**src/hw/rtl/doc_pkg.sv**
```systemverilog
// Package for the door opener controller: door position codes, request kinds,
// configuration register indexes, their reset values and button press thresholds.
// No dependencies; used by door_opener_controller_unit.
`default_nettype none

package doc_pkg;

  // Default width of the elapsed-tick timers.
  localparam int TIMER_BITS_DEFAULT = 16;

  // Width of the configuration data port (widest register).
  localparam int CFG_W = 16;

  // Door position, held one-hot inside the controller.
  typedef enum logic [6:0] {
    POS_STARTUP   = 7'b0000001,
    POS_OPEN      = 7'b0000010,
    POS_CLOSED    = 7'b0000100,
    POS_OPENING   = 7'b0001000,
    POS_CLOSING   = 7'b0010000,
    POS_OPEN_REQ  = 7'b0100000,
    POS_CLOSE_REQ = 7'b1000000
  } door_pos_t;

  // Door position codes as they appear on the result.
  localparam logic [2:0] CODE_STARTUP   = 3'd0;
  localparam logic [2:0] CODE_OPEN      = 3'd1;
  localparam logic [2:0] CODE_CLOSED    = 3'd2;
  localparam logic [2:0] CODE_OPENING   = 3'd3;
  localparam logic [2:0] CODE_CLOSING   = 3'd4;
  localparam logic [2:0] CODE_OPEN_REQ  = 3'd5;
  localparam logic [2:0] CODE_CLOSE_REQ = 3'd6;

  // Request kinds.
  localparam logic [1:0] REQ_TICK   = 2'd0;
  localparam logic [1:0] REQ_SWITCH = 2'd1;
  localparam logic [1:0] REQ_REMOTE = 2'd2;
  localparam logic [1:0] REQ_BUTTON = 2'd3;

  // Configuration register indexes.
  localparam logic [2:0] CFG_IDLE_OFF        = 3'd0;
  localparam logic [2:0] CFG_FLASH_ON        = 3'd1;
  localparam logic [2:0] CFG_MOVING_OFF      = 3'd2;
  localparam logic [2:0] CFG_REQUEST_OFF     = 3'd3;
  localparam logic [2:0] CFG_REQUEST_ON      = 3'd4;
  localparam logic [2:0] CFG_REQUEST_TIMEOUT = 3'd5;
  localparam logic [2:0] CFG_RETRY_LIMIT     = 3'd6;
  localparam logic [2:0] CFG_ERROR_HOLD      = 3'd7;

  // Reset values of the configuration registers.
  localparam logic [15:0] IDLE_OFF_RESET        = 16'd2000;
  localparam logic [15:0] FLASH_ON_RESET        = 16'd100;
  localparam logic [15:0] MOVING_OFF_RESET      = 16'd300;
  localparam logic [15:0] REQUEST_OFF_RESET     = 16'd200;
  localparam logic [15:0] REQUEST_ON_RESET      = 16'd200;
  localparam logic [15:0] REQUEST_TIMEOUT_RESET = 16'd10000;
  localparam logic [3:0]  RETRY_LIMIT_RESET     = 4'd3;
  localparam logic [15:0] ERROR_HOLD_RESET      = 16'd1000;

  // Button press thresholds in ticks.
  localparam logic [15:0] SHORT_PRESS = 16'd1000;
  localparam logic [15:0] LONG_PRESS  = 16'd5000;

  function automatic logic [2:0] pos_code(door_pos_t pos);
    logic [2:0] code;
    case (pos)
      POS_OPEN:      code = CODE_OPEN;
      POS_CLOSED:    code = CODE_CLOSED;
      POS_OPENING:   code = CODE_OPENING;
      POS_CLOSING:   code = CODE_CLOSING;
      POS_OPEN_REQ:  code = CODE_OPEN_REQ;
      POS_CLOSE_REQ: code = CODE_CLOSE_REQ;
      default:       code = CODE_STARTUP;
    endcase
    return code;
  endfunction

endpackage

`default_nettype wire

```
**src/hw/rtl/door_opener_controller_unit.sv**
```systemverilog
// Door opener controller: position tracking, request retries, lock and LED flashing.
// Depends on doc_pkg.
//
// Latency: a result appears in the cycle after its request is accepted.
// Throughput: one request per cycle; the result register is the only stage, and a
// new request is taken whenever that register is empty or being emptied.
// Reset (rst, synchronous): configuration to its defaults, door in startup,
// timers cleared, both LEDs on, no result pending.
`default_nettype none

module door_opener_controller_unit #(
  parameter int TIMER_BITS = doc_pkg::TIMER_BITS_DEFAULT
) (
  input  wire logic                     clk,
  input  wire logic                     rst,
  // Configuration write port.
  input  wire logic                     cfg_we,
  input  wire logic [2:0]               cfg_index,
  input  wire logic [doc_pkg::CFG_W-1:0] cfg_data,
  // Request channel.
  input  wire logic                     item_valid,
  output logic                          item_stall,
  input  wire logic [1:0]               req_type,
  input  wire logic                     open_switch_closed,
  input  wire logic                     closed_switch_closed,
  input  wire logic                     request_close,
  input  wire logic [15:0]              press_ticks,
  // Result channel.
  output logic                          result_valid,
  input  wire logic                     result_stall,
  output logic [2:0]                    door_state,
  output logic                          door_in_motion,
  output logic                          green_led,
  output logic                          red_led,
  output logic                          relay_pulse,
  output logic                          locked_flag,
  output logic                          state_changed
);

  // Compare width: timers and 16-bit settings are both zero-extended to this.
  localparam int CW = (TIMER_BITS > doc_pkg::CFG_W) ? TIMER_BITS : doc_pkg::CFG_W;

  // Configuration registers.
  logic [15:0] idle_off_ticks;
  logic [15:0] flash_on_ticks;
  logic [15:0] moving_off_ticks;
  logic [15:0] request_off_ticks;
  logic [15:0] request_on_ticks;
  logic [15:0] request_timeout_ticks;
  logic [3:0]  retry_limit;
  logic [15:0] error_hold_ticks;

  // Controller state.
  doc_pkg::door_pos_t    door_pos, door_pos_next;
  logic                  moving, moving_next;
  logic                  lock, lock_next;
  logic [TIMER_BITS-1:0] green_timer, green_timer_next;
  logic [TIMER_BITS-1:0] red_timer, red_timer_next;
  logic [TIMER_BITS-1:0] request_timer, request_timer_next;
  logic [3:0]            retries_left, retries_left_next;
  logic                  green_on, green_on_next;
  logic                  red_on, red_on_next;
  logic [TIMER_BITS-1:0] error_timer, error_timer_next;
  logic                  pulse_next;

  logic accept;
  logic [CW-1:0] green_off_x;

  assign item_stall = result_valid & result_stall;
  assign accept     = item_valid & ~item_stall;

  always_ff @(posedge clk) begin
    if (rst) begin
      idle_off_ticks        <= doc_pkg::IDLE_OFF_RESET;
      flash_on_ticks        <= doc_pkg::FLASH_ON_RESET;
      moving_off_ticks      <= doc_pkg::MOVING_OFF_RESET;
      request_off_ticks     <= doc_pkg::REQUEST_OFF_RESET;
      request_on_ticks      <= doc_pkg::REQUEST_ON_RESET;
      request_timeout_ticks <= doc_pkg::REQUEST_TIMEOUT_RESET;
      retry_limit           <= doc_pkg::RETRY_LIMIT_RESET;
      error_hold_ticks      <= doc_pkg::ERROR_HOLD_RESET;
    end else if (cfg_we) begin
      case (cfg_index)
        doc_pkg::CFG_IDLE_OFF:        idle_off_ticks        <= cfg_data;
        doc_pkg::CFG_FLASH_ON:        flash_on_ticks        <= cfg_data;
        doc_pkg::CFG_MOVING_OFF:      moving_off_ticks      <= cfg_data;
        doc_pkg::CFG_REQUEST_OFF:     request_off_ticks     <= cfg_data;
        doc_pkg::CFG_REQUEST_ON:      request_on_ticks      <= cfg_data;
        doc_pkg::CFG_REQUEST_TIMEOUT: request_timeout_ticks <= cfg_data;
        doc_pkg::CFG_RETRY_LIMIT:     retry_limit           <= cfg_data[3:0];
        doc_pkg::CFG_ERROR_HOLD:      error_hold_ticks      <= cfg_data;
        default: ;
      endcase
    end
  end

  // Off time of the green flash for resting and moving positions.
  assign green_off_x = (door_pos == doc_pkg::POS_OPENING || door_pos == doc_pkg::POS_CLOSING)
                     ? CW'(moving_off_ticks) : CW'(idle_off_ticks);

  always_comb begin
    door_pos_next      = door_pos;
    moving_next        = moving;
    lock_next          = lock;
    green_timer_next   = green_timer;
    red_timer_next     = red_timer;
    request_timer_next = request_timer;
    retries_left_next  = retries_left;
    green_on_next      = green_on;
    red_on_next        = red_on;
    error_timer_next   = error_timer;
    pulse_next         = 1'b0;

    case (req_type)
      doc_pkg::REQ_TICK: begin
        // Elapsed-tick timers saturate at all ones.
        if (green_timer != '1) green_timer_next = green_timer + 1'b1;
        if (red_timer != '1) red_timer_next = red_timer + 1'b1;
        if (request_timer != '1) request_timer_next = request_timer + 1'b1;

        case (door_pos)
          doc_pkg::POS_OPEN, doc_pkg::POS_CLOSED,
          doc_pkg::POS_OPENING, doc_pkg::POS_CLOSING: begin
            if (CW'(green_timer_next) >= green_off_x && !green_on_next) begin
              green_on_next    = 1'b1;
              green_timer_next = '0;
            end
            if (CW'(green_timer_next) >= CW'(flash_on_ticks) && green_on_next) begin
              green_on_next    = 1'b0;
              green_timer_next = '0;
            end
          end
          doc_pkg::POS_OPEN_REQ, doc_pkg::POS_CLOSE_REQ: begin
            if (CW'(red_timer_next) >= CW'(request_off_ticks) && !red_on_next) begin
              red_on_next    = 1'b1;
              red_timer_next = '0;
            end
            if (CW'(red_timer_next) >= CW'(request_on_ticks) && red_on_next) begin
              red_on_next    = 1'b0;
              red_timer_next = '0;
            end
            // Timeout: pulse the relay again, or give the request up.
            if (CW'(request_timer_next) > CW'(request_timeout_ticks)) begin
              red_on_next        = 1'b0;
              red_timer_next     = '0;
              request_timer_next = '0;
              if (retries_left != '0) retries_left_next = retries_left - 1'b1;
              if (retries_left_next != '0) begin
                pulse_next = 1'b1;
              end else begin
                door_pos_next = (door_pos == doc_pkg::POS_OPEN_REQ)
                              ? doc_pkg::POS_CLOSED : doc_pkg::POS_OPEN;
                moving_next   = 1'b0;
              end
            end
          end
          default: ;
        endcase

        // Red hold after a refused request; it ends only outside a request state.
        if (error_timer != '0) begin
          error_timer_next = error_timer - 1'b1;
          if (error_timer_next == '0 && door_pos_next != doc_pkg::POS_OPEN_REQ &&
              door_pos_next != doc_pkg::POS_CLOSE_REQ)
            red_on_next = 1'b0;
        end
      end

      doc_pkg::REQ_SWITCH: begin
        case (door_pos)
          doc_pkg::POS_STARTUP: begin
            if (open_switch_closed && !closed_switch_closed)
              door_pos_next = doc_pkg::POS_OPEN;
            else if (closed_switch_closed && !open_switch_closed)
              door_pos_next = doc_pkg::POS_CLOSED;
            else
              door_pos_next = doc_pkg::POS_CLOSING;
            moving_next = 1'b0;
          end
          doc_pkg::POS_OPENING, doc_pkg::POS_CLOSING: begin
            // Motion is seen once the switch at the starting end opens.
            if (!moving && ((door_pos == doc_pkg::POS_OPENING) ? !closed_switch_closed
                                                               : !open_switch_closed))
              moving_next = 1'b1;
            if (open_switch_closed && moving_next) begin
              door_pos_next = doc_pkg::POS_OPEN;
              moving_next   = 1'b0;
            end
            if (closed_switch_closed && moving_next) begin
              door_pos_next = doc_pkg::POS_CLOSED;
              moving_next   = 1'b0;
            end
          end
          doc_pkg::POS_OPEN_REQ: begin
            if (!closed_switch_closed && !moving) begin
              moving_next    = 1'b1;
              door_pos_next  = doc_pkg::POS_OPENING;
              red_timer_next = '0;
              red_on_next    = 1'b0;
            end
          end
          doc_pkg::POS_CLOSE_REQ: begin
            if (!open_switch_closed && !moving) begin
              moving_next    = 1'b1;
              door_pos_next  = doc_pkg::POS_CLOSING;
              red_timer_next = '0;
              red_on_next    = 1'b0;
            end
          end
          doc_pkg::POS_CLOSED: begin
            if (!closed_switch_closed && !moving) begin
              moving_next   = 1'b1;
              door_pos_next = doc_pkg::POS_OPENING;
            end
          end
          doc_pkg::POS_OPEN: begin
            if (!open_switch_closed && !moving) begin
              moving_next   = 1'b1;
              door_pos_next = doc_pkg::POS_CLOSING;
            end
          end
          default: ;
        endcase
      end

      doc_pkg::REQ_REMOTE: begin
        if (lock) begin
          red_on_next = 1'b1;
        end else if ((!request_close && door_pos == doc_pkg::POS_CLOSED) ||
                     (request_close && door_pos == doc_pkg::POS_OPEN)) begin
          door_pos_next      = request_close ? doc_pkg::POS_CLOSE_REQ
                                             : doc_pkg::POS_OPEN_REQ;
          red_timer_next     = '0;
          request_timer_next = '0;
          retries_left_next  = retry_limit;
          pulse_next         = 1'b1;
          red_on_next        = 1'b0;
        end else begin
          // Request does not fit the position: hold red on.
          red_on_next      = 1'b1;
          error_timer_next = TIMER_BITS'(error_hold_ticks);
        end
      end

      default: begin
        if (!lock && press_ticks < doc_pkg::SHORT_PRESS) begin
          if (door_pos == doc_pkg::POS_CLOSED || door_pos == doc_pkg::POS_OPEN) begin
            door_pos_next      = (door_pos == doc_pkg::POS_CLOSED)
                               ? doc_pkg::POS_OPEN_REQ : doc_pkg::POS_CLOSE_REQ;
            red_timer_next     = '0;
            request_timer_next = '0;
            retries_left_next  = retry_limit;
          end
          pulse_next  = 1'b1;
          red_on_next = 1'b0;
        end else if (press_ticks > doc_pkg::LONG_PRESS) begin
          lock_next   = ~lock;
          red_on_next = ~lock;
        end
      end
    endcase
  end

  always_ff @(posedge clk) begin
    if (rst) begin
      door_pos      <= doc_pkg::POS_STARTUP;
      moving        <= 1'b0;
      lock          <= 1'b0;
      green_timer   <= '0;
      red_timer     <= '0;
      request_timer <= '0;
      retries_left  <= '0;
      green_on      <= 1'b1;
      red_on        <= 1'b1;
      error_timer   <= '0;
    end else if (accept) begin
      door_pos      <= door_pos_next;
      moving        <= moving_next;
      lock          <= lock_next;
      green_timer   <= green_timer_next;
      red_timer     <= red_timer_next;
      request_timer <= request_timer_next;
      retries_left  <= retries_left_next;
      green_on      <= green_on_next;
      red_on        <= red_on_next;
      error_timer   <= error_timer_next;
    end
  end

  always_ff @(posedge clk) begin
    if (rst) begin
      result_valid <= 1'b0;
    end else if (accept) begin
      result_valid <= 1'b1;
    end else if (!result_stall) begin
      result_valid <= 1'b0;
    end
  end

  always_ff @(posedge clk) begin
    if (accept) begin
      door_state     <= doc_pkg::pos_code(door_pos_next);
      door_in_motion <= moving_next;
      green_led      <= green_on_next;
      red_led        <= red_on_next;
      relay_pulse    <= pulse_next;
      locked_flag    <= lock_next;
      state_changed  <= (door_pos_next != door_pos) || (moving_next != moving);
    end
  end

endmodule

`default_nettype wire
```
**config.mk**
```make
export PLATFORM = sky130hd
export DESIGN_NAME = door_opener_controller_unit
export DESIGN_NICKNAME = d
export VERILOG_FILES = /design/src/hw/rtl/doc_pkg.sv /design/src/hw/rtl/door_opener_controller_unit.sv
export SDC_FILE = /design/constraint.sdc
export NUM_CORES = 1
export LEC_CHECK = 0
export BUFFER_PORTS_ARGS = -buffer_cell sky130_fd_sc_hd__buf_2
export CAP_MARGIN = 20
export CORE_MARGIN = 5
export CORE_UTILIZATION = 28
export CTS_BUF_LIST = sky130_fd_sc_hd__clkbuf_8
export CTS_CLUSTER_DIAMETER = 150
export DETAILED_ROUTE_END_ITERATION = 6
export PLACE_DENSITY = 0.46
export SETUP_SLACK_MARGIN = 0.4
export SLEW_MARGIN = 20
export SYNTH_ARGS = -nofsm -noshare
export SYNTH_HDL_FRONTEND = slang
export SYNTH_SLANG_ARGS = --single-unit
export TNS_END_PERCENT = 20
```
**constraint.sdc**
```tcl
create_clock -name clk -period 7.55 [get_ports clk]
set_input_delay 0.755 -clock clk [delete_from_list [all_inputs] [get_ports clk]]
set_output_delay 0.755 -clock clk [all_outputs]
set_load 0.01 [all_outputs]
```
* Word-level counts from Yosys, hierarchy flattened
Cells that the tools add are included.
** Word-level totals
- Flip-flop bits (word level) :: 205
- Bits in latches :: 0
- Bits in writable memories :: 0
- Bits in read-only memories :: 0
- Input port bits :: 45
- Output and inout bits :: 11
- Logic and storage cells :: 252
- Memories kept :: 0
** Operators by class
- Add/sub/neg operators :: 5
- Multiply operators :: 0
- Divide/modulo/power cells :: 0
- Order comparisons :: 7
- Equality and inequality tests :: 39
- Shift-type cells :: 0
- Mux-type cells :: 113
- Bitwise gates (word level) :: 5
- Reductions and logical operators :: 57
** Operator list (number)
- 2-to-1 mux 16 bit :: 29
- 2-to-1 mux 7 bit :: 14
- case mux 16 bit (3 select lines) :: 2
- greater-or-equal comparator 16 bit :: 4
- case mux 16 bit (2 select lines) :: 2
- adder 16 x 1 -> 16 bit, second input constant :: 3
- inequality test 16 bit, second input constant :: 3
- 2-to-1 mux 1 bit :: 44
- 2-to-1 mux 4 bit :: 10
- case mux 7 bit (4 select lines) :: 1
- case mux 7 bit (3 select lines) :: 1
- case mux 3 bit (6 select lines) :: 1
- AND reduction 2 bit :: 9
- > comparator 16 x 13 -> 1 bit, second input constant :: 1
- > comparator 16 bit :: 1
- logical AND 1 bit :: 16
- zero test 16 bit :: 1
- < comparator 16 x 10 -> 1 bit, second input constant :: 1
- AND reduction 8 bit :: 2
- nonzero test 16 bit :: 1
- nonzero test 4 bit :: 4
- subtractor 16 x 1 -> 16 bit, second input constant :: 1
- equality test 7 x 2 -> 1 bit, second input constant :: 2
- equality test 7 x 3 -> 1 bit, second input constant :: 2
- other kinds (38) :: 71

* Depth between registers and ports, before layout
Gate-level depths: netlist of the first run.
- Word-level depth :: 18
- Mapped depth :: 27
- Mapped depth without buffers :: 25

* Least setup slack after synthesis of the first run
OpenSTA, ideal clock, no wires.
- Path type :: reg-to-reg
- Start :: register red_timer[0]
- End :: register red_timer[10]
- Library setup time :: 0.065 ns
- Arrival time :: 5.559 ns
- Required time :: 7.485 ns
- Slack :: 1.926 ns
- Stages on the path, launching flop included :: 28
- Path buffers :: 3
- Clock period less this slack :: 5.624 ns
- Cell sequence :: dfxtp_1 > ha_1 > nand2_1 > nor3_1 > and2_1 > nand3_1 > clkbuf_1 > xnor2_1 > ha_1 > nand2b_1 > a21o_1 > a21o_1 > a31oi_1 > nor4_1 > a211oi_1 > nor2_1 > clkbuf_1 > or2_2 > ha_1 > nand2b_1 > a21o_1 > a21o_1 > a2111oi_0 > o211ai_1 > a31oi_1 > buf_2 > a22oi_1 > nor2_1
** On the way
- Longest elaborated chain between the ends :: 14
- Elaborated cells on any way between the ends :: 18
- Those cells by class :: add/sub: 1; order compare: 2; eq/ne: 1; mux: 12; reduce/logical: 2
** RTL lines
- start, declared :: RTL line door_opener_controller_unit.sv:58 : logic [TIMER_BITS-1:0] red_timer, red_timer_next;
- start signal, assigned :: RTL line door_opener_controller_unit.sv:281 : red_timer <= red_timer_next;
- adder 16 x 1 -> 16 bit or inequality test 16 bit (tied branches) :: RTL line door_opener_controller_unit.sv:118 : if (red_timer != '1) red_timer_next = red_timer + 1'b1;
- 2-to-1 mux 16 bit (*) :: RTL line door_opener_controller_unit.sv:118
- 2-to-1 mux 16 bit (*) :: RTL line door_opener_controller_unit.sv:114 : case (req_type)
- greater-or-equal comparator 16 bit :: RTL line door_opener_controller_unit.sv:134 : if (CW'(red_timer_next) >= CW'(request_off_ticks) && !red_on_next) begin
- logical AND 1 bit :: RTL line door_opener_controller_unit.sv:134
- 2-to-1 mux 16 bit :: RTL line door_opener_controller_unit.sv:134
- 2-to-1 mux 16 bit :: RTL line door_opener_controller_unit.sv:121 : case (door_pos)
- 2-to-1 mux 16 bit :: RTL line door_opener_controller_unit.sv:114
- greater-or-equal comparator 16 bit :: RTL line door_opener_controller_unit.sv:138 : if (CW'(red_timer_next) >= CW'(request_on_ticks) && red_on_next) begin
- logical AND 1 bit :: RTL line door_opener_controller_unit.sv:138
- 2-to-1 mux 16 bit :: RTL line door_opener_controller_unit.sv:138
- 2-to-1 mux 16 bit :: RTL line door_opener_controller_unit.sv:143 : if (CW'(request_timer_next) > CW'(request_timeout_ticks)) begin
- 2-to-1 mux 16 bit (*) :: RTL line door_opener_controller_unit.sv:121
- case mux 16 bit (3 select lines) (*) :: RTL line door_opener_controller_unit.sv:114
Mark *: on every way between the ends. The rest lies on a longest branch, timed or not. The select of a mux whose other input is x is not followed.
A chain may end at the register's enable or synchronous reset.

* Worst setup path in the final report of the first run
- Start :: register door_pos[4]
- End :: register green_timer[11]
** On the way
- Longest elaborated chain between the ends :: 12
- Elaborated cells on any way between the ends :: 19
- Those cells by class :: order compare: 2; eq/ne: 4; mux: 9; reduce/logical: 4
** RTL lines
- start, declared :: RTL line door_opener_controller_unit.sv:54 : doc_pkg::door_pos_t door_pos, door_pos_next;
- start signal, assigned :: RTL line door_opener_controller_unit.sv:266 : door_pos <= doc_pkg::POS_STARTUP;
- start signal, assigned :: RTL line door_opener_controller_unit.sv:277 : door_pos <= door_pos_next;
- equality test 7 x 4 -> 1 bit or equality test 7 x 5 -> 1 bit (tied branches) :: RTL line door_opener_controller_unit.sv:98, door_opener_controller_unit.sv:121
- logical OR 1 bit :: RTL line door_opener_controller_unit.sv:98 : assign green_off_x = (door_pos == doc_pkg::POS_OPENING || door_pos == doc_pkg::POS_CLOSING)
- 2-to-1 mux 16 bit :: RTL line door_opener_controller_unit.sv:99 : ? CW'(moving_off_ticks) : CW'(idle_off_ticks);
- greater-or-equal comparator 16 bit :: RTL line door_opener_controller_unit.sv:124 : if (CW'(green_timer_next) >= green_off_x && !green_on_next) begin
- logical AND 1 bit :: RTL line door_opener_controller_unit.sv:124
- 2-to-1 mux 16 bit :: RTL line door_opener_controller_unit.sv:124
- 2-to-1 mux 16 bit :: RTL line door_opener_controller_unit.sv:121
- 2-to-1 mux 16 bit :: RTL line door_opener_controller_unit.sv:114
- greater-or-equal comparator 16 bit :: RTL line door_opener_controller_unit.sv:128 : if (CW'(green_timer_next) >= CW'(flash_on_ticks) && green_on_next) begin
- logical AND 1 bit :: RTL line door_opener_controller_unit.sv:128
- 2-to-1 mux 16 bit :: RTL line door_opener_controller_unit.sv:128
- 2-to-1 mux 16 bit (*) :: RTL line door_opener_controller_unit.sv:121
- end signal, assigned :: RTL line door_opener_controller_unit.sv:280 : green_timer <= green_timer_next;
- end, declared :: RTL line door_opener_controller_unit.sv:57 : logic [TIMER_BITS-1:0] green_timer, green_timer_next;
Marked as above.

==> results of run 1 <==
## registers in the layout, indices dropped and copies added, names as in the netlist, 3 cells and up
register               cells
request_timer             16
request_on_ticks          16
door_pos                   7
green_timer               16
error_hold_ticks          16
retry_limit                4
retries_left               4
idle_off_ticks            16
moving_off_ticks          16
request_off_ticks         16
red_timer                 16
request_timeout_ticks     16
error_timer               16
flash_on_ticks            16
door_state                 3
## cell usage in the layout (no fill, tap or decap), types with 7 or more instances in the layout
| master | synthesis | routed |
|---|---|---|
| xnor2_1 | 29 | 29 |
| buf_4 | 7 | 16 |
| a211oi_1 | 13 | 13 |
| a21o_1 | 27 | 27 |
| ha_1 | 88 | 88 |
| o21ai_0 | 53 | 53 |
| and2_1 | 9 | 9 |
| a21oi_1 | 147 | 147 |
| edfxtp_1 | 9 | 9 |
| a211o_1 | 11 | 11 |
| xor2_1 | 13 | 13 |
| nand2b_1 | 13 | 13 |
| clkbuf_8 | 0 | 56 |
| buf_2 | 7 | 54 |
| a22oi_1 | 33 | 33 |
| o21a_1 | 9 | 9 |
| nand4_1 | 35 | 35 |
| nor3_1 | 37 | 35 |
| a31oi_1 | 21 | 20 |
| nand2_1 | 301 | 301 |
| dfxtp_1 | 196 | 196 |
| or3_1 | 10 | 10 |
| inv_1 | 103 | 111 |
| o31ai_1 | 9 | 9 |
| a22o_1 | 10 | 10 |
| and3_1 | 11 | 11 |
| nand3_1 | 53 | 53 |
| mux2_2 | 7 | 7 |
| or2_2 | 13 | 13 |
| nor4_1 | 12 | 12 |
| nor2_1 | 134 | 130 |
| nor2b_1 | 23 | 23 |
| nand3b_1 | 35 | 35 |
| mux2i_1 | 21 | 21 |
## metrics by stage
step	instances	util, %	hold WS [ns]	cell area [um2]
6_report	2296	32.1	0.412	14200
5_1_grt	2296	32.1	0.394	14200
4_1_cts	2295	32.1	0.362	14200
3_5_place_dp	2222	30.1	0.447	13300
3_3_place_gp	2221	30.1	0.441	13300
2_1_floorplan	1645	-	0.433	12500
## cell type report
type                            instances  share of cell area (%)
Multi-Input combinational cell       1249                    53.3
Timing Repair Buffer                   71                    2.83
Inverter                              105                    2.78
Sequential cell                       205                    29.6
Tap cell                              592                    5.23
Antenna cell                            1                  0.0177
Clock inverter                         17                   0.768
Clock buffer                           56                    5.44
## how the worst min path moves through the flow
stage / start / end / slack, ns / cells past startpoint
after floorplan: idle_off_ticks[0]$_SDFFE_PP0P_ / idle_off_ticks[0]$_SDFFE_PP0P_ / 0.43 / 2
after global placement: idle_off_ticks[3]$_SDFFE_PP0P_ / idle_off_ticks[3]$_SDFFE_PP0P_ / 0.44 / 2
after detailed placement: flash_on_ticks[7]$_SDFFE_PP0P_ / flash_on_ticks[7]$_SDFFE_PP0P_ / 0.45 / 2
after CTS: item_valid / result_valid$_SDFFE_PP0P_ / 0.36 / 3
after global routing: item_valid / result_valid$_SDFFE_PP0P_ / 0.39 / 3
final: item_valid / result_valid$_SDFFE_PP0P_ / 0.41 / 3
## worst register-to-register path, stage by stage (launching register included)
cell and delay (ns):
dfxtp_1 0.58, xor2_1 0.28, nand3_1 0.62, mux2i_1 0.42, ha_1 0.28, a2111oi_0 0.35
o21ai_0 0.18, a21oi_1 0.23, o21ai_0 0.20, and2_1 0.40, or2_2 0.36, ha_1 0.26
nand2b_1 0.14, a21o_1 0.17, a21oi_1 0.18, o21ai_0 0.12, a31o_2 0.24, o211ai_1 0.19
buf_4 0.23, nor3b_1 0.66, a22o_1 0.26
## report_power, final
part / leakage, nW / switching [mW] / internal (mW)
Combinational: 3.60 / 0.210 / 0.113
Clock: 0.484 / 0.524 / 0.695
Sequential: 1.68 / 0.0308 / 1.12
## kinds of logic (layout without fill, tap and decap cells)
kind of cell | count (synthesis) | in the layout | share of synthesized area, %
AO/OA/AOI/OAI | 381 | 381 | 19.5
XOR/XNOR | 42 | 42 | 2.95
adder cells (fa/ha/maj) | 88 | 88 | 8.82
buffers and inverters | 191 | 249 | 6.05
flip-flops | 205 | 205 | 33.6
multiplexers | 28 | 28 | 2.32
other | 0 | 1 | 0
AND/OR/NAND/NOR | 710 | 710 | 26.7
## routing by layer
metal  wire (um)  part of all wire [%]
met2       16800                    44
met1       18800                    50
met4         696                   1.8
met3        1610                   4.3
met5          13                 0.034
## what timing repair did
| action | CTS | global route |
|---|---|---|
| gates resized for setup | 0 | 1 |
| setup endpoints to repair | 0 | 1 |
| hold endpoints to repair | 0 | 0 |
==> qor.csv, run 1 <==
stage,metric,value,unit
outcome,status,finished clean,
synth,async_reset_ff_share,0,%
worst_setup_path,max_stage_delay,0.65,ns
die,dieArea,48900,um2
drt,postRouteWirelength,37900,um
synth,synth_top_area_share,31.4,%
timing,fin_ws,1.17,ns
die,fp-row-count,77,
synth,yosys_warnings,0,
timing,worst_slew_pin_slew,0.984,ns
layout,drive_above_1_share,10.4,%
synth,avgSynthCellArea,7.59,um2
timing,fin_crit_sh,84.4,%
synth,yosys_most_used_dff,dfxtp_1,
global_routing,grt_start_max_net_pins,112,
worst_setup_path,cp.arrival,6.90,ns
layout,regArea,4190,um2
synth,synth_top_cell_by_area,dfxtp_1,
clock_network,cts_made_buffers,42,
pwr,leakage,5.76,nW
worst_setup_path,required,8.08,ns
synth,yosys_register_bits,205,
worst_setup_path,cpLargestDelayFamily,simple AND/OR/NAND/NOR gates,
layout,multi_input_area,7560,um2
drt,drc,0,
global_routing,track_usage,15.0,%
drt,avgRoutedWirePerCell,16.5,um
clock_network,cts_hold_buf,0,
global_routing,grt_use_met3,2.88,%
worst_setup_path,end_kind,flip-flop,
worst_setup_path,cp_cell_sequence,xor2_1 > nand3_1 > mux2i_1 > ha_1 > a2111oi_0 > o21ai_0 > a21oi_1 > o21ai_0 > and2_1 > or2_2 > ha_1 > nand2b_1 > a21o_1 > a21oi_1 > o21ai_0 > a31o_2 > o211ai_1 > buf_4 > nor3b_1 > a22o_1,
timing,max_freq,0.157,GHz
global_routing,gr-total-overflow,0,
clock_network,htree_levels,2,
die,start_util,28.3,%
worst_setup_path,r2r_end,green_timer[11]$_SDFFE_PP0P_,
die,coreArea,44100,um2
layout,syn2layout_area_growth,13.6,%
global_routing,grt_pass1_wl,60400,um
clock_network,clkLatencyLatePin,0.59,ns
drt,ant_nets,0,
worst_setup_path,crit_top_cell,o21ai_0,
global_routing,grtUsageMet1,21.2,%
die,die_w,221,um
timing,drv_slew,0,
timing,fin_tns_setup,0,ns
clock_network,cts_setup_buffers,0,
worst_setup_path,crit_type,flip-flop to flip-flop,
synth,ys_types,76,
synth,ys_seq_area_share,33.6,%
placed_design,port-buffer-count,55,
synth,synth_area,12500,um2
timing,fin_skew,0.0322,ns
worst_setup_path,worst_path_max_delay_cell,nor3b_1,
synth,synth-edff-count,9,
timing,rsz0062_at_grt,false,
timing,final-hold-violation-count,0,
synth,postSynthCellCount,1645,
drt,firstDrtPassIters,5,
worst_setup_path,worst-path-buf-inv,1,
drt,via_per_inst,4.99,
timing,timing.final.crit_period,6.38,ns
clock_network,root_buffer,clkbuf_8,
synth,yosysMostFrequentCell,nand2_1,
pwr,p_per_area,190,nW/um2
worst_setup_path,cp_max_fo,15,
worst_setup_path,worstReg2RegStart,door_pos[4]$_SDFFE_PP0P_,
worst_setup_path,cp-start-kind,flip-flop,
placed_design,finalWeightedCongestion,0.826,
worst_setup_path,r2r_cells,20,
drt,drt_iter0_drc,697,
die,die_h,221,um
pwr,vdd_drop_max,0.0946,mV
placed_design,hpwl,26400,um
clock_network,cts_tree,done,
timing,slew_headroom,34.1,%
min_path,holdCritPathClass,input pin to flip-flop,
timing,setup_violations,0,
clock_network,clockBufferDepth,3,
worst_setup_path,cp-endpoint,green_timer[11]$_SDFFE_PP0P_,
global_routing,grt_pass1_vias,10800,
worst_setup_path,crit_cells,20,
worst_setup_path,crit_path_start,door_pos[4]$_SDFFE_PP0P_,
global_routing,use_met2,23.8,%
placed_design,pre_cts_ws,1.17,ns
layout,nets,1807,
die,pin_count,56,
run,maxCapViolCount,0,
synth,synth_nets,1778,
clock_network,clk_pin_slew,0.06,ns
synth,netlist_top_cells_count,"nand2_1, dfxtp_1, a21oi_1, nor2_1, inv_1",
pwr,power.total,2.70,mW
layout,filler_cell_count,4820,
worst_setup_path,reg2reg_setup_slack,1.17,ns
clock_network,cts.sinks,205,
global_routing,top_usage_layer,met2,
synth,synthTopCellsByArea,"dfxtp_1, nand2_1, ha_1",
drt,vias,11500,
global_routing,grt_antenna_before_repair,2,
No activity file was read; power rests on OpenSTA's default activity.
==> inputs of run 2 (changes only) <==
--- a/config.mk
+++ b/config.mk
@@ -5,6 +5,7 @@
 export SDC_FILE = /design/constraint.sdc
 export NUM_CORES = 1
 export LEC_CHECK = 0
+export ABC_AREA = 1
 export BUFFER_PORTS_ARGS = -buffer_cell sky130_fd_sc_hd__buf_2
 export CAP_MARGIN = 20
 export CORE_MARGIN = 5
@@ -12,7 +13,7 @@
 export CTS_BUF_LIST = sky130_fd_sc_hd__clkbuf_8
 export CTS_CLUSTER_DIAMETER = 150
 export DETAILED_ROUTE_END_ITERATION = 6
-export PLACE_DENSITY = 0.46
+export PLACE_DENSITY = 0.47
 export SETUP_SLACK_MARGIN = 0.4
 export SLEW_MARGIN = 20
 export SYNTH_ARGS = -nofsm -noshare
==> constraint.sdc (replaced) <==
create_clock -name clk -period 5.7 [get_ports clk]
set_input_delay 0.57 -clock clk [delete_from_list [all_inputs] [get_ports clk]]
set_output_delay 0.57 -clock clk [all_outputs]
set_load 0.01 [all_outputs]
==> run 2 against run 1 <==
Clock-buffer cell count fell by 4. Die area rose by 2.1%. Via count rose by 7.5%. Power rose by 35%. Clock power rose by 29%. Design area rose by 2.7%. Largest cell class unchanged. Flip-flop and latch count did not move. Sequential power rose by 34%. Critical path depth rose by 4. Synthesized area rose by 2.2%. Synthesized cell count rose by 15%.
==> qor.csv, run 2 <==
stage,metric,value,unit,change
die,die_w,223,um,was 221 um
timing,fin_tns_setup,0,ns,unchanged
pwr,vdd_drop_max,0.148,mV,was 0.0946 mV
timing,rsz0062_at_grt,true,,was false
worst_setup_path,crit_top_cell,a21oi_1,,was o21ai_0
synth,avgSynthCellArea,6.73,um2,was 7.59 um2
global_routing,grt_antenna_before_repair,3,,was 2
synth,ys_types,55,,was 76
clock_network,root_buffer,clkbuf_8,,unchanged
layout,drive_above_1_share,10.2,%,was 10.4%
placed_design,placed_cell_area,13600,um2,"was 13,300 um2"
timing,fin_crit_sh,87.2,%,was 84.4%
worst_setup_path,r2r_cells,24,,was 20
synth,synth_area,12800,um2,"was 12,500 um2"
layout,fin_area,14600,um2,"was 14,200 um2"
global_routing,grt_pass1_vias,11600,,"was 10,800"
layout,nets,2080,,"was 1,807"
die,start_util,28.2,%,was 28.3%
min_path,hold_path_end,result_valid$_SDFFE_PP0P_,,unchanged
drt,firstDrtPassIters,5,,unchanged
die,pin_count,56,,unchanged
placed_design,hpwl,28600,um,"was 26,400 um"
worst_setup_path,worstReg2RegStart,door_pos[2]$_SDFFE_PP0P_,,was door_pos[4]$_SDFFE_PP0P_
global_routing,grt_pass1_wl,64100,um,"was 60,400 um"
worst_setup_path,cp_cell_sequence,inv_2 > nand2_1 > nor2_1 > nand2_1 > nand2_2 > mux2i_1 > ha_1 > a21oi_1 > o21ai_0 > a21oi_1 > nand3_1 > nand2_1 > clkinvlp_4 > buf_12 > a31oi_1 > ha_1 > a21oi_1 > o21ai_0 > a21oi_1 > nand3_1 > o21ai_1 > buf_6 > nand3_1 > a21oi_1,,was xor2_1 > nand3_1 > mux2i_1 > ha_1 > a2111oi_0 > o21ai_0 > a21oi_1 > o21ai_0 > and2_1 > or2_2 > ha_1 > nand2b_1 > a21o_1 > a21oi_1 > o21ai_0 > a31o_2 > o211ai_1 > buf_4 > nor3b_1 > a22o_1
drt,vias,12300,,"was 11,500"
worst_setup_path,max_stage_delay,0.58,ns,was 0.65 ns
worst_setup_path,reg2reg_setup_slack,0.73,ns,was 1.17 ns
die,die_h,223,um,was 221 um
worst_setup_path,cp.arrival,5.51,ns,was 6.90 ns
timing,fin_skew,0.0563,ns,was 0.0322 ns
timing,timing.final.crit_period,4.97,ns,was 6.38 ns
global_routing,grt_start_max_net_pins,86,,was 112
synth,synth_nets,2027,,"was 1,778"
drt,drc,0,,unchanged
synth,yosys_warnings,0,,unchanged
clock_network,cts_hold_buf,0,,unchanged
synth,yosys_most_used_dff,dfxtp_1,,unchanged
placed_design,port-buffer-count,55,,unchanged
drt,ant_nets,0,,unchanged
synth,netlist_top_cells_count,"nand2_1, inv_1, a21oi_1, nor2_1, dfxtp_1",,"was nand2_1, dfxtp_1, a21oi_1, nor2_1, inv_1"
synth,ys_seq_area_share,32.9,%,was 33.6%
drt,via_per_inst,4.79,,was 4.99
synth,synth-edff-count,9,,unchanged
timing,setup_violations,0,,unchanged
run,maxCapViolCount,0,,unchanged
global_routing,track_usage,15.9,%,was 15.0%
timing,max_freq,0.201,GHz,was 0.157 GHz
synth,yosysMostFrequentCell,nand2_1,,unchanged
worst_setup_path,crit_type,flip-flop to flip-flop,,unchanged
placed_design,finalWeightedCongestion,0.882,,was 0.826
worst_setup_path,cp-start-kind,flip-flop,,unchanged
worst_setup_path,worst-path-buf-inv,4,,was 1
timing,worst_slew_pin_slew,1.01,ns,was 0.984 ns
layout,multi_input_area,7380,um2,was 7560 um2
worst_setup_path,cpLargestDelayFamily,compound AO/OA/AOI/OAI gates,,was simple AND/OR/NAND/NOR gates
synth,async_reset_ff_share,0,%,unchanged
timing,drv_slew,0,,unchanged
layout,syn2layout_area_growth,14.1,%,was 13.6%
clock_network,clockBufferDepth,3,,unchanged
die,fp-row-count,78,,was 77
timing,fin_ws,0.730,ns,was 1.17 ns
synth,synth_top_area_share,30.8,%,was 31.4%
synth,synthTopCellsByArea,"dfxtp_1, nand2_1, ha_1",,unchanged
pwr,p_per_area,249,nW/um2,was 190 nW/um2
die,coreArea,45200,um2,"was 44,100 um2"
placed_design,pre_cts_ws,0.582,ns,was 1.17 ns
synth,postSynthCellCount,1894,,"was 1,645"
clock_network,cts_made_buffers,43,,was 42
worst_setup_path,r2r_end,green_timer[0]$_SDFFE_PP0P_,,was green_timer[11]$_SDFFE_PP0P_
layout,final_cell_mix,"nand2_1, inv_1, a21oi_1",,"was nand2_1, dfxtp_1, a21oi_1"
worst_setup_path,cp_max_fo,22,,was 15
worst_setup_path,required,6.24,ns,was 8.08 ns
clock_network,cts_tree,done,,unchanged
min_path,holdPathStages,3,,unchanged
min_path,hold_start,item_valid,,unchanged
timing,slew_headroom,32.4,%,was 34.1%
clock_network,clkLatencyLatePin,0.62,ns,was 0.59 ns
drt,postRouteWirelength,40400,um,"was 37,900 um"
pwr,leakage,6.49,nW,was 5.76 nW
timing,final-hold-violation-count,0,,unchanged
layout,final_common_cell,nand2_1,,unchanged
worst_setup_path,worst_path_max_delay_cell,dfxtp_1,,was nor3b_1
global_routing,gr-total-overflow,0,,unchanged
drt,avgRoutedWirePerCell,15.7,um,was 16.5 um
outcome,status,finished clean,,unchanged
drt,drt_iter0_drc,848,,was 697
synth,yosys_register_bits,205,,unchanged
worst_setup_path,end_kind,flip-flop,,unchanged
clock_network,htree_levels,2,,unchanged
synth,synth_top_cell_by_area,dfxtp_1,,unchanged
clock_network,clk_pin_slew,0.06,ns,about the same
min_path,holdCritPathClass,input pin to flip-flop,,unchanged
layout,regArea,4190,um2,unchanged
die,dieArea,49900,um2,"was 48,900 um2"
clock_network,cts.sinks,205,,unchanged
layout,filler_cell_count,4922,,"was 4,820"
-- run 2: repair_timing --
item / 4_1_cts / 5_1_grt
setup buffers: 0 / 4
setup endpoints to repair: 0 / 36
gates resized for setup: 0 / 18
-- run 2: layout make-up --
| type | count | area share [%] |
|---|---|---|
| Timing Repair inverter | 1 | 0.0516 |
| Clock buffer | 52 | 4.92 |
| Multi-Input combinational cell | 1375 | 50.7 |
| Antenna cell | 1 | 0.0172 |
| Inverter | 249 | 6.51 |
| Sequential cell | 205 | 28.8 |
| Timing Repair Buffer | 72 | 2.99 |
| Clock inverter | 19 | 0.834 |
| Tap cell | 600 | 5.16 |
-- run 2: cells by family after synthesis --
group	synth area share [%]
buffers and inverters	9.65
DFF	32.9
AOI/OAI and AO/OA	18.4
and+or+nand+nor	26.6
muxes	1.27
xor gates and xnor gates	2.54
adders and majority gates	8.63
-- run 2: layer usage --
| metal | vias up | global-route usage [%] | wire length [um] |
|---|---|---|---|
| li1 | 6358 | - | - |
| met1 | 5619 | 22.0 | 19400 |
| met5 | - | 0 | 13 |
| met3 | 68 | 2.89 | 2060 |
| met2 | 272 | 25.1 | 17700 |
| met4 | 2 | 5.20 | 1160 |
-- run 2: worst reg2reg max path, stage by stage, from the launching register on --
cell,delay (ns)
dfxtp_1,0.58
inv_2,0.13
nand2_1,0.08
nor2_1,0.04
nand2_1,0.13
nand2_2,0.47
mux2i_1,0.45
ha_1,0.30
a21oi_1,0.15
o21ai_0,0.08
a21oi_1,0.15
nand3_1,0.17
nand2_1,0.17
clkinvlp_4,0.12
buf_12,0.16
a31oi_1,0.18
ha_1,0.27
a21oi_1,0.17
o21ai_0,0.14
a21oi_1,0.23
nand3_1,0.14
o21ai_1,0.13
buf_6,0.21
nand3_1,0.10
a21oi_1,0.14
-- run 2: per-stage QoR --
step | hold slack, ns | utilization, % | std cells | total power [mW]
global route | 0.215 | 32.2 | 2574 | 3.84
global placement | 0.439 | 30.1 | 2497 | 2.09
detailed placement | 0.443 | 30.1 | 2497 | 2.09
CTS | 0.183 | 31.9 | 2568 | 3.70
floorplan | 0.424 | - | 1894 | 1.92
finish | 0.251 | 32.2 | 2574 | 3.63
-- run 2: worst max path at each step --
stage	startpoint	endpoint	cells past startpoint
global placement	red_timer[0]$_SDFFE_PP0P_	red_led$_DFFE_PP_	29
global route	door_pos[2]$_SDFFE_PP0P_	green_timer[0]$_SDFFE_PP0P_	26
CTS	red_timer[0]$_SDFFE_PP0P_	red_led$_DFFE_PP_	29
floorplan	green_timer[0]$_SDFFE_PP0P_	green_timer[10]$_SDFFE_PP0P_	30
finish	door_pos[2]$_SDFFE_PP0P_	green_timer[0]$_SDFFE_PP0P_	24
detailed placement	red_timer[0]$_SDFFE_PP0P_	red_led$_DFFE_PP_	29
-- run 2: report_power, final --
group          switching (mW)  internal, mW  leakage (nW)
combinational           0.355         0.167          4.33
sequential             0.0411          1.50          1.68
clock                   0.700         0.865         0.477
total                    1.10          2.53          6.49
